[src/hdl/top_k_field_magnitude_select_unit_defines.svh]
// ----------------------------------------------------------------------------
// Assertion macros for the top-k field magnitude selector
// Shared forms for the concurrent checks, clocked on i_clk, off in reset.
// ----------------------------------------------------------------------------
`ifndef TOP_K_FIELD_MAGNITUDE_SELECT_UNIT_DEFINES_SVH
`define TOP_K_FIELD_MAGNITUDE_SELECT_UNIT_DEFINES_SVH

// Same-cycle implication.
`define TKFM_ASSERT_NOW(lbl, ante, cons, msg) \
    lbl: assert property (@(posedge i_clk) disable iff (!i_rst_n) (ante) |-> (cons)) \
        else $error(msg);

// Next-cycle implication.
`define TKFM_ASSERT_NEXT(lbl, ante, cons, msg) \
    lbl: assert property (@(posedge i_clk) disable iff (!i_rst_n) (ante) |=> (cons)) \
        else $error(msg);

`endif

[src/hdl/tkfm_pkg.sv]
// ----------------------------------------------------------------------------
// tkfm_pkg
// Types, widths and helpers shared by the top-k field magnitude selector.
// ----------------------------------------------------------------------------
package tkfm_pkg;

    localparam int MAX_PICKS  = 16;
    localparam int SLOT_BITS  = $clog2(MAX_PICKS);
    localparam int KCNT_BITS  = 5;
    localparam int COMP_BITS  = 16;
    localparam int NUM_COMP   = 6;
    localparam int STEP_BITS  = 3;
    localparam int PROD_BITS  = 2 * COMP_BITS;
    localparam int MAG_BITS   = 33;
    localparam int INDEX_BITS = 24;
    localparam int POS_BITS   = 32;

    typedef logic [COMP_BITS-1:0]              t_comp;
    typedef t_comp [NUM_COMP-1:0]              t_comp_vec;

    typedef struct packed {
        logic [MAG_BITS-1:0]   mag;
        logic [INDEX_BITS-1:0] idx;
        logic [POS_BITS-1:0]   px;
        logic [POS_BITS-1:0]   py;
        logic [POS_BITS-1:0]   pz;
    } t_slot;

    typedef enum logic [2:0] {
        ST_IDLE,
        ST_MAG,
        ST_SCAN,
        ST_ERD,
        ST_EOUT
    } t_state;

    // Effective keep count: zero acts as one, anything above the window depth
    // acts as the full depth.
    function automatic logic [KCNT_BITS-1:0] eff_k(input logic [KCNT_BITS-1:0] v);
        logic [KCNT_BITS-1:0] k;
        k = v;
        if (v == '0) begin
            k = KCNT_BITS'(1);
        end else if (v > KCNT_BITS'(MAX_PICKS)) begin
            k = KCNT_BITS'(MAX_PICKS);
        end
        return k;
    endfunction

endpackage

[src/hdl/top_k_field_magnitude_select_unit.sv]
// ----------------------------------------------------------------------------
// top_k_field_magnitude_select_unit
// Keeps the keep_count largest field points of a set and reports them sorted.
// ----------------------------------------------------------------------------
// Each transaction runs the magnitude (one multiplier, six components) and
// then the insertion walk, which visits one slot position at a time. A new
// point is taken only in idle, once the last one is through.
// With end_of_set the K slots then leave in rank order, each read from the
// slot store (one read port) before it is loaded, while the output keeps up.
// Reset is synchronous: keep_count goes to 16, the window to empty and the
// arrival counter to zero. The slot store itself is not cleared.
// ----------------------------------------------------------------------------
`include "top_k_field_magnitude_select_unit_defines.svh"

module top_k_field_magnitude_select_unit
    import tkfm_pkg::*;
(
    input  logic                         i_clk,
    input  logic                         i_rst_n,
    input  logic                         i_cfg_we,
    input  logic [KCNT_BITS-1:0]         i_cfg_data,
    input  logic                         i_valid,
    output logic                         o_ready,
    input  logic signed [COMP_BITS-1:0]  i_ex,
    input  logic signed [COMP_BITS-1:0]  i_ey,
    input  logic signed [COMP_BITS-1:0]  i_ez,
    input  logic signed [COMP_BITS-1:0]  i_hx,
    input  logic signed [COMP_BITS-1:0]  i_hy,
    input  logic signed [COMP_BITS-1:0]  i_hz,
    input  logic signed [POS_BITS-1:0]   i_pos_x,
    input  logic signed [POS_BITS-1:0]   i_pos_y,
    input  logic signed [POS_BITS-1:0]   i_pos_z,
    input  logic                         i_end_of_set,
    output logic                         o_valid,
    input  logic                         i_ready,
    output logic [SLOT_BITS-1:0]         o_rank,
    output logic                         o_slot_filled,
    output logic [INDEX_BITS-1:0]        o_point_index,
    output logic [MAG_BITS-1:0]          o_magnitude_sq,
    output logic signed [POS_BITS-1:0]   o_out_x,
    output logic signed [POS_BITS-1:0]   o_out_y,
    output logic signed [POS_BITS-1:0]   o_out_z,
    output logic                         o_last_result
);

    localparam logic [INDEX_BITS-1:0] IDX_MAX = '1;

    t_state                 r_state, n_state;
    logic [KCNT_BITS-1:0]   r_k;
    logic [KCNT_BITS-1:0]   r_fs, n_fs;
    logic [KCNT_BITS-1:0]   r_idx, n_idx;
    logic [INDEX_BITS-1:0]  r_cnt;
    t_comp_vec              r_comp;
    t_slot                  r_new;
    logic                   r_eos;
    logic                   r_out_valid;
    t_slot                  r_out;
    logic [SLOT_BITS-1:0]   r_out_rank;
    logic                   r_out_filled;
    logic                   r_out_last;

    logic                   in_acc;
    logic                   mag_start, mag_done;
    logic [MAG_BITS-1:0]    mag;
    logic                   ram_we;
    logic [SLOT_BITS-1:0]   ram_wa, ram_ra;
    t_slot                  ram_wd, ram_rd;
    logic                   out_load;
    logic                   set_done;
    logic                   greater;
    logic                   cur_filled;
    logic                   cur_last;

    assign o_ready = (r_state == ST_IDLE);
    assign in_acc  = i_valid && o_ready;

    tkfm_mag u_mag (
        .i_clk   (i_clk),
        .i_rst_n (i_rst_n),
        .i_start (mag_start),
        .i_comp  (r_comp),
        .o_done  (mag_done),
        .o_mag   (mag)
    );

    tkfm_ram u_ram (
        .i_clk   (i_clk),
        .i_we    (ram_we),
        .i_waddr (ram_wa),
        .i_wdata (ram_wd),
        .i_raddr (ram_ra),
        .o_rdata (ram_rd)
    );

    // The walk starts at the smallest kept slot; while the new point is larger
    // each kept entry moves one slot down, the one in slot zero falling out.
    assign greater    = (r_idx != r_k) && (mag > ram_rd.mag);
    assign cur_filled = (r_idx >= r_fs);
    assign cur_last   = (r_idx == r_k - KCNT_BITS'(1));

    always_comb begin
        n_state   = r_state;
        n_fs      = r_fs;
        n_idx     = r_idx;
        mag_start = 1'b0;
        ram_we    = 1'b0;
        ram_wa    = SLOT_BITS'(r_idx - KCNT_BITS'(1));
        ram_wd    = ram_rd;
        ram_ra    = r_idx[SLOT_BITS-1:0];
        out_load  = 1'b0;
        set_done  = 1'b0;
        case (r_state)
            ST_IDLE: begin
                if (in_acc) begin
                    mag_start = 1'b1;
                    n_state   = ST_MAG;
                end
            end
            ST_MAG: begin
                ram_ra = r_fs[SLOT_BITS-1:0];
                if (mag_done) begin
                    n_idx   = r_fs;
                    n_state = ST_SCAN;
                end
            end
            ST_SCAN: begin
                if (greater) begin
                    ram_we = (r_idx != '0);
                    n_idx  = r_idx + KCNT_BITS'(1);
                    ram_ra = n_idx[SLOT_BITS-1:0];
                end else begin
                    ram_we = (r_idx != '0);
                    ram_wd = r_new;
                    ram_wd.mag = mag;
                    n_fs   = (r_fs == '0) ? '0 : r_fs - KCNT_BITS'(1);
                    n_idx  = '0;
                    n_state = r_eos ? ST_ERD : ST_IDLE;
                end
            end
            ST_ERD: begin
                n_state = ST_EOUT;
            end
            ST_EOUT: begin
                if (!r_out_valid || i_ready) begin
                    out_load = 1'b1;
                    if (cur_last) begin
                        set_done = 1'b1;
                        n_fs     = r_k;
                        n_idx    = '0;
                        n_state  = ST_IDLE;
                    end else begin
                        n_idx   = r_idx + KCNT_BITS'(1);
                        n_state = ST_ERD;
                    end
                end
            end
            default: begin
                n_state = ST_IDLE;
            end
        endcase
    end

    always_ff @(posedge i_clk) begin
        if (!i_rst_n) begin
            r_state     <= ST_IDLE;
            r_k         <= KCNT_BITS'(MAX_PICKS);
            r_fs        <= KCNT_BITS'(MAX_PICKS);
            r_idx       <= '0;
            r_cnt       <= '0;
            r_out_valid <= 1'b0;
        end else begin
            r_state <= n_state;
            r_idx   <= n_idx;
            if (i_cfg_we) begin
                r_k   <= eff_k(i_cfg_data);
                r_fs  <= eff_k(i_cfg_data);
                r_cnt <= '0;
            end else begin
                r_fs <= n_fs;
                if (set_done) begin
                    r_cnt <= '0;
                end else if (in_acc && (r_cnt != IDX_MAX)) begin
                    r_cnt <= r_cnt + INDEX_BITS'(1);
                end
            end
            if (out_load) begin
                r_out_valid <= 1'b1;
            end else if (i_ready) begin
                r_out_valid <= 1'b0;
            end
        end
    end

    // Captured transaction and the output register.
    always_ff @(posedge i_clk) begin
        if (in_acc) begin
            r_comp  <= {i_hz, i_hy, i_hx, i_ez, i_ey, i_ex};
            r_new   <= '{mag: '0, idx: r_cnt, px: i_pos_x, py: i_pos_y, pz: i_pos_z};
            r_eos   <= i_end_of_set;
        end
        if (out_load) begin
            r_out_rank   <= r_idx[SLOT_BITS-1:0];
            r_out_filled <= cur_filled;
            r_out_last   <= cur_last;
            r_out        <= cur_filled ? ram_rd : '0;
        end
    end

    assign o_valid        = r_out_valid;
    assign o_rank         = r_out_rank;
    assign o_slot_filled  = r_out_filled;
    assign o_point_index  = r_out.idx;
    assign o_magnitude_sq = r_out.mag;
    assign o_out_x        = r_out.px;
    assign o_out_y        = r_out.py;
    assign o_out_z        = r_out.pz;
    assign o_last_result  = r_out_last;

    `TKFM_ASSERT_NOW(a_fs_in_window, 1'b1, r_fs <= r_k, "fill start beyond keep count")
    `TKFM_ASSERT_NOW(a_write_in_window, ram_we, KCNT_BITS'(ram_wa) < r_k, "write outside window")
    `TKFM_ASSERT_NOW(a_scan_bound, r_state == ST_SCAN, r_idx <= r_k, "insertion walk overran")
    `TKFM_ASSERT_NEXT(a_clear_after_set, set_done, r_fs == r_k, "window not cleared after set")

endmodule

[src/hdl/tkfm_mag.sv]
// ----------------------------------------------------------------------------
// tkfm_mag
// Squared field magnitude, one shared multiplier stepped over six components.
// ----------------------------------------------------------------------------
module tkfm_mag
    import tkfm_pkg::*;
(
    input  logic                i_clk,
    input  logic                i_rst_n,
    input  logic                i_start,
    input  t_comp_vec           i_comp,
    output logic                o_done,
    output logic [MAG_BITS-1:0] o_mag
);

    localparam logic [STEP_BITS-1:0] STEP_LAST = STEP_BITS'(NUM_COMP);

    logic                  r_busy;
    logic [STEP_BITS-1:0]  r_step;
    logic [PROD_BITS-1:0]  r_prod;
    logic [MAG_BITS-1:0]   r_acc;
    t_comp                 sel;

    always_comb begin
        sel = '0;
        if (r_step < STEP_LAST) begin
            sel = i_comp[r_step];
        end
    end

    assign o_done = r_busy && (r_step == STEP_LAST);
    assign o_mag  = r_acc;

    always_ff @(posedge i_clk) begin
        if (!i_rst_n) begin
            r_busy <= 1'b0;
            r_step <= '0;
        end else if (i_start) begin
            r_busy <= 1'b1;
            r_step <= '0;
        end else if (r_busy) begin
            r_step <= r_step + STEP_BITS'(1);
            if (r_step == STEP_LAST) begin
                r_busy <= 1'b0;
            end
        end
    end

    // The product of a component with itself is never negative, so it is kept
    // unsigned; the accumulator picks it up from the product register in the next cycle.
    always_ff @(posedge i_clk) begin
        if (i_start) begin
            r_acc <= '0;
        end else if (r_busy) begin
            r_prod <= PROD_BITS'($signed(sel) * $signed(sel));
            if (r_step != '0) begin
                r_acc <= r_acc + MAG_BITS'(r_prod);
            end
        end
    end

endmodule

[src/hdl/tkfm_ram.sv]
// ----------------------------------------------------------------------------
// tkfm_ram
// Slot store of the sorted window: one write and one registered read a cycle.
// ----------------------------------------------------------------------------
module tkfm_ram
    import tkfm_pkg::*;
(
    input  logic                 i_clk,
    input  logic                 i_we,
    input  logic [SLOT_BITS-1:0] i_waddr,
    input  t_slot                i_wdata,
    input  logic [SLOT_BITS-1:0] i_raddr,
    output t_slot                o_rdata
);

    t_slot mem [MAX_PICKS];

    always_ff @(posedge i_clk) begin
        if (i_we) begin
            mem[i_waddr] <= i_wdata;
        end
        o_rdata <= mem[i_raddr];
    end

endmodule
[config.mk]
export PLATFORM = sky130hd
export DESIGN_NAME = top_k_field_magnitude_select_unit
export DESIGN_NICKNAME = d
export VERILOG_FILES = /design/src/hdl/tkfm_pkg.sv /design/src/hdl/top_k_field_magnitude_select_unit.sv /design/src/hdl/tkfm_mag.sv /design/src/hdl/tkfm_ram.sv
export VERILOG_INCLUDE_DIRS = /design/src /design/src/hdl
export SDC_FILE = /design/constraint.sdc
export NUM_CORES = 2
export LEC_CHECK = 0
export BUFFER_PORTS_ARGS = -buffer_cell sky130_fd_sc_hd__buf_2
export CAP_MARGIN = 30
export CELL_PAD_IN_SITES_DETAIL_PLACEMENT = 0
export CELL_PAD_IN_SITES_GLOBAL_PLACEMENT = 1
export CORE_AREA = 2 2 489 491
export CTS_CLUSTER_DIAMETER = 200
export DETAILED_ROUTE_END_ITERATION = 10
export DIE_AREA = 0 0 491 493
export GPL_ROUTABILITY_DRIVEN = 0
export GPL_TIMING_DRIVEN = 1
export HOLD_SLACK_MARGIN = 0.15
export MAX_ROUTING_LAYER = met4
export PLACE_DENSITY_LB_ADDON = 0.1
export SLEW_MARGIN = 40
export SYNTH_ARGS = -nofsm -noshare
export SYNTH_HDL_FRONTEND = slang
export SYNTH_SLANG_ARGS = --single-unit
[constraint.sdc]
create_clock -name i_clk -period 17.5 [get_ports i_clk]
set_clock_uncertainty 0.1 [all_clocks]
set_input_delay 1.75 -clock i_clk [delete_from_list [all_inputs] [get_ports i_clk]]
set_output_delay 1.75 -clock i_clk [all_outputs]
set_load 0.05 [all_outputs]
### Yosys cells after proc, flatten, opt, wreduce, memory -nomap -nowiden

Memories as Yosys holds them, arrays and structs flattened. A register that Yosys moved wholly into a read port is not among the register bits.
Index checks and enable logic that the tools add are counted.

* add/subtract/negate cells: 7
* multiply operators: 1
* divide/modulo/power cells: 0
* $lt $le $gt $ge: 5
* eq/ne operators: 15
* shift operators: 0
* mux-type cells: 42
* bitwise logic cells: 2
* reduce and logical (&&, ||, !) cells: 21

Operators by type and width (number)
* $mux W153: 2
* $mux W5: 11
* $bmux W16 S3: 1
* $add A33 B32 Y33: 1
* $gt A33 B33 Y1: 1
* $mul A16 B16 Y32: 1
* $mux W16: 2
* $add A24 B1 Y24 const B: 1
* $ne A24 B24 Y1 const B: 1
* $mux W1: 15
* $pmux W3 S5: 1
* $pmux W5 S3: 1
* $mux W3: 4
* $logic_not A5 Y1: 2
* $pmux W5 S2: 1
* $sub A5 B1 Y5 const B: 2
* $ne A3 B3 Y1 const B: 3
* $reduce_bool A3 Y1: 3
* $pmux W4 S2: 1
* $reduce_and A4 Y1: 2
* $eq A3 B2 Y1 const B: 2
* $eq A3 B3 Y1 const B: 2
* $ne A2 B2 Y1 const B: 3
* $add A5 B1 Y5 const B: 1
* other kinds (23): 29

* bits in registers: 488
* bits in latches: 0
* memory bits (writable): 2448
* ROM bits: 0
* input port bits: 203
* output and inout port bits: 161
* word-level logic and storage cells: 123
* memories kept: 1

Memory list
* u_ram.mem: words 16, width 153, read ports 1, clocked after Yosys merged registers in 1, write ports 1, line tkfm_ram.sv:16 `t_slot mem [MAX_PICKS];`

### Depth between registers and ports, before layout

* word-level depth: 6
* gate-level depth with buffers: 30
* gate-level depth less buffers: 27

### Hierarchy

Synthesis repeated with hierarchy kept, for this count alone.

* cell total of the unflattened synthesis: 6693
* area, all modules: 126981.8 um^2

By module, submodules not included
* tkfm_ram: times used 1, cells an instance 4015, area an instance 95051.2 um^2, sequential area each 76573.4 um^2
* top_k_field_magnitude_select_unit: times used 1, cells an instance 1193, area an instance 18506.5 um^2, sequential area each 12151.7 um^2
* tkfm_mag: times used 1, cells an instance 1485, area an instance 13424.1 um^2, sequential area each 1671.6 um^2

### Worst setup path after synthesis

OpenSTA, ideal clock, no wires.

* kind: register to register
* start: register r_state[0]
* end: register r_comp[0] (netlist bit) (enable)
* library setup time: 0.666 ns
* arrival time: 8.421 ns
* required time: 16.734 ns
* path slack: 8.313 ns
* cell stages (with the launch flop): 7
* buffers on the path: 3
* period minus slack after synthesis: 9.187 ns
* path through: dfxtp_1 > clkbuf_1 > nor3_1 > nand2_1 > inv_1 > clkbuf_1 > clkbuf_1

* longest elaborated chain between the ends: 2

Ends and longest elaborated chain
* from (decl): line top_k_field_magnitude_select_unit.sv:48 `t_state r_state, n_state;`
* from (signal assigned): line top_k_field_magnitude_select_unit.sv:172 `r_state <= n_state;`
* $logic_not A3 Y1: line top_k_field_magnitude_select_unit.sv:74 `assign o_ready = (r_state == ST_IDLE);`
* net o_ready: line top_k_field_magnitude_select_unit.sv:23 `output logic o_ready,`
* $logic_and A1 B1 Y1: line top_k_field_magnitude_select_unit.sv:75 `assign in_acc = i_valid && o_ready;`
* net in_acc: line top_k_field_magnitude_select_unit.sv:62 `logic in_acc;`
* to (signal assigned): line top_k_field_magnitude_select_unit.sv:197 `r_comp <= {i_hz, i_hy, i_hx, i_ez, i_ey, i_ex};`
* to (decl): line top_k_field_magnitude_select_unit.sv:53 `t_comp_vec r_comp;`

The timed path passes the listed nets, and every way through them passes these cells.
A chain may end at the register's enable or synchronous reset.

### Final worst setup path

* start: register u_mag.r_step[2]
* end: register u_mag.r_prod[30] (data pin)

* longest elaborated chain between the ends: 4
* elaborated cells between the ends (all ways): 5
* classes of those cells: 1 x mul; 1 x order compare; 3 x mux

Ends and longest elaborated chain
* from (decl): line tkfm_mag.sv:19 `logic [STEP_BITS-1:0] r_step;`
* from (signal assigned): line tkfm_mag.sv:42 `r_step <= r_step + STEP_BITS'(1);`
* $bmux W16 S3: line tkfm_mag.sv:27 `sel = i_comp[r_step];`
* $mux W16 (not written as such): line tkfm_mag.sv:27
* $mux W16 (*): line tkfm_mag.sv:26 `if (r_step < STEP_LAST) begin`
* $mul A16 B16 Y32 (*): line tkfm_mag.sv:55 `r_prod <= PROD_BITS'($signed(sel) * $signed(sel));`
* to (signal assigned): line tkfm_mag.sv:55
* to (decl): line tkfm_mag.sv:20 `logic [PROD_BITS-1:0] r_prod;`

Every way passes the cells marked *; elsewhere a longest branch is shown, timed or not. The select of a mux whose other input is x is not followed.

==> impl_results.md <==
* Die ar. at around 240,000 µm²
* Distinct cells, synth at 73
* Slowest-stage cell, CP: o32ai_1
* Final Critical Period at about 9000 ps
* Final global-route overflow total at 0
* Total power at 0.0282 W
* Comb power frac at a little over two fifths
* Vias in the first global route at roughly 64,000
* Most frequent CP cell: inv_1
* Switching part of the total power at 34.3%
* Req. time, crit path at 18,020 ps
* Max-slew violation count at 0
* Area grow syn2layout at 13.3%
* WP buf/inv at 8
* Setup TNS at 0 ps
* Peak supply drop at slightly above 0.0009 V
* CTS tree: built
* CP delay by family, top: adder cells
* Total GRT Usage at roughly a quarter
* Clock share of power at 24.1%
* Stages on the worst setup path at 28
* Via count at 61,600
* Leakage power at ~53 nW
* DR pass1 iterations at 5
* Setup Fix Bufs, Post-CTS at 0
* Placed cell area at roughly 130,000 µm²
* CTS root buf: clkbuf_16
* DIE WIDTH at around 490 µm
* First-pass GRT wire length at approximately 430,000 µm
* Critical R2R Launch: u_mag.r_step[2]
* Arr. time, crit path at roughly 9500 ps
* Most common cell after layout, fill and taps aside: edfxtp_1
* Post-CTS Hold Buffers at 0
* Switch Pwr at 0.00967 W
* Post-route cell area at between 100,000 and 150,000 µm²
* Max Root-Sink Buffers at 4
* Syn nets at about 7,000
* Core area at between 200,000 and 250,000 µm²
* MaxCap Viol Count at 0
* Setup crit end kind: flip-flop
* # setup viols final at 0
* Relative slew slack at a little over two fifths
* Fin crit share at 51.1%
* Min-Delay Path Class: flip-flop to flip-flop
* Register area share after synthesis at 71.1%
* Mapped Cells at 6,525
* Yosys warning total at 0
* Nets at 7,698
* Cell row count at around 180
* H-tree levels at 5
* Reg2reg setup slack at 8560 ps
* Num CTS Buffers at 330
* Hold Fails Final Rpt at 0
* I/O pin count at ~360
* Power per Cell Area at between 150 and 200 nW/µm²
* Internal at 0.0185 W
* Num Clock Sinks at ~3,000
* Drt drc at 0
* FF-to-FF path depth at 28
* Detailed Place HPWL at about 170,000 µm
* FF-to-FF End: u_mag.r_prod[30]
* Critical path startpoint category: flip-flop
* Die Height at 493 µm
* Commonest non-fill, non-tap cells in the layout: edfxtp_1, mux4_2, mux2i_1
* Vias per cell at ~5.9
* Worst skew pair latency at about 950 ps
* Total wire length at between 200,000 and 300,000 µm
* PortBufs at between 300 and 400
* Outcome: complete, no violations
* 1st-iter DRT viols at ~6,300
* Crit-path max FO at 19
* Final ANT Viol Nets at 0
* CTS resizes at 0
* Hold Crit Start: r_cnt[13]
* Dominant synthesized flop cell: edfxtp_1
* FF+latch count, synth at between 3,000 and 4,000
* Drt wl/cell at 27.9 µm
* Ys async rst share at 0%
* Layout cells sized above 1 at roughly a quarter
* Hold EP: r_new[109]
* Initial Utilization at a little over half
* Largest net degree at the start of global routing at 142
* Min-Delay Path Depth at 0
* RSZ-0062 raised after global routing: no
* Post-Syn Area per Cell at around 19 µm²
* F_max at between 100 and 150 MHz
* Worst-Margin Slew at around 870 ps
* Sequential power share at between 30% and 40%
* Number of synthesized flops with an enable pin at approximately 2,900
* Initial antenna violation count at 15
* WS Path Type: flip-flop to flip-flop
* Post-synthesis cell area at 127,000 µm²
* Clock transition at the registers of the reported paths at around 60 ps
* Largest stage delay, worst path at between 600 and 700 ps
routing by layer:
layer / GRT usage, % / wire [µm]
met5: - / 0
met4: 5.80 / 5650
met3: 3.72 / 17300
met2: 38.9 / 143000
met1: 35.4 / 128000
logic make-up (layout without fill, tap and decap cells):
group	count (synthesis)	count (layout)	share of synthesized area (%)
adder cells (fa/ha/maj)	405	405	5.38
AO/OA/AOI/OAI	314	314	1.54
other	0	9	0
multiplexers	1266	1266	16.3
flip-flops	3088	3088	71.1
buffers and inverters	673	1495	2.39
XOR/XNOR	94	94	0.647
AND/OR/NAND/NOR	685	685	2.68
state kept, by name, indices dropped and copies added, names as in the netlist, 4 cells and up:
signal and flops:
o_out_y 32, u_ram.mem 2448, u_ram.o_rdata 153, r_cnt 24, r_comp 96, o_out_z 32, o_point_index 24, u_mag.o_mag 33
r_idx 5, r_fs 5, o_out_x 32, o_magnitude_sq 33, o_rank 4, r_new 120, r_k 5, u_mag.r_prod 31
Yosys cell counts (33+ instances only):
cell type | n | area, µm²
a21o_1 | 33 | 248
a21oi_1 | 115 | 576
and2_1 | 174 | 1090
buf_4 | 59 | 443
buf_6 | 34 | 383
clkbuf_1 | 153 | 574
dfxtp_1 | 233 | 4660
edfxtp_1 | 2855 | 85700
fa_1 | 236 | 4720
ha_1 | 169 | 2110
inv_1 | 392 | 1470
mux2_2 | 154 | 1730
mux2i_1 | 484 | 4840
mux4_2 | 628 | 14100
nand2_1 | 191 | 717
nand3_1 | 34 | 170
nor2_1 | 156 | 586
o21ai_0 | 62 | 310
xnor2_1 | 60 | 526
xor2_1 | 34 | 298
worst max path at each step:
| stage | from | end | slack [ps] |
|---|---|---|---|
| 2_1_floorplan | r_state[0] | r_comp[0] | 8310 |
| 4_1_cts | u_mag.r_step[2] | u_mag.r_prod[30] | 8540 |
| 3_3_place_gp | u_mag.r_step[2] | u_mag.r_prod[30] | 8660 |
| 5_1_grt | u_mag.r_step[2] | u_mag.r_prod[30] | 7960 |
| 3_5_place_dp | u_mag.r_step[2] | u_mag.r_prod[30] | 8580 |
| 6_report | u_mag.r_step[2] | u_mag.r_prod[30] | 8560 |
through the flow:
stage | util, % | hold slack [ps] | std cells | setup slack, ps
floorplan | - | 329 | 6525 | 8310
global placement | 56.0 | 355 | 9895 | 8660
detailed placement | 56.3 | 362 | 9919 | 8580
CTS | 60.8 | 359 | 10500 | 8540
global route | 60.8 | 374 | 10500 | 7960
finish | 60.8 | 361 | 10500 | 8560
cell type report:
cell class | instances | area [µm²]
clock buffers | 447 | 9130
clock inverters | 142 | 1440
diodes | 9 | 22.5
flip-flops and latches | 3088 | 90400
multi-input cells | 2764 | 34000
inverters | 396 | 1490
well taps | 3167 | 3960
repair buffers | 510 | 3690
fillers | 17300 | 92800
power by group through the flow:
stage	clock network, W	logic, W	registers (W)
after floorplan	0	0.00891	0.00971
after global placement	0	0.0116	0.00981
after detailed placement	0	0.0117	0.00981
after CTS	0.00693	0.0118	0.00966
after global routing	0.00721	0.0133	0.00967
final	0.00680	0.0117	0.00965
No activity file was read; power rests on OpenSTA's default activity.
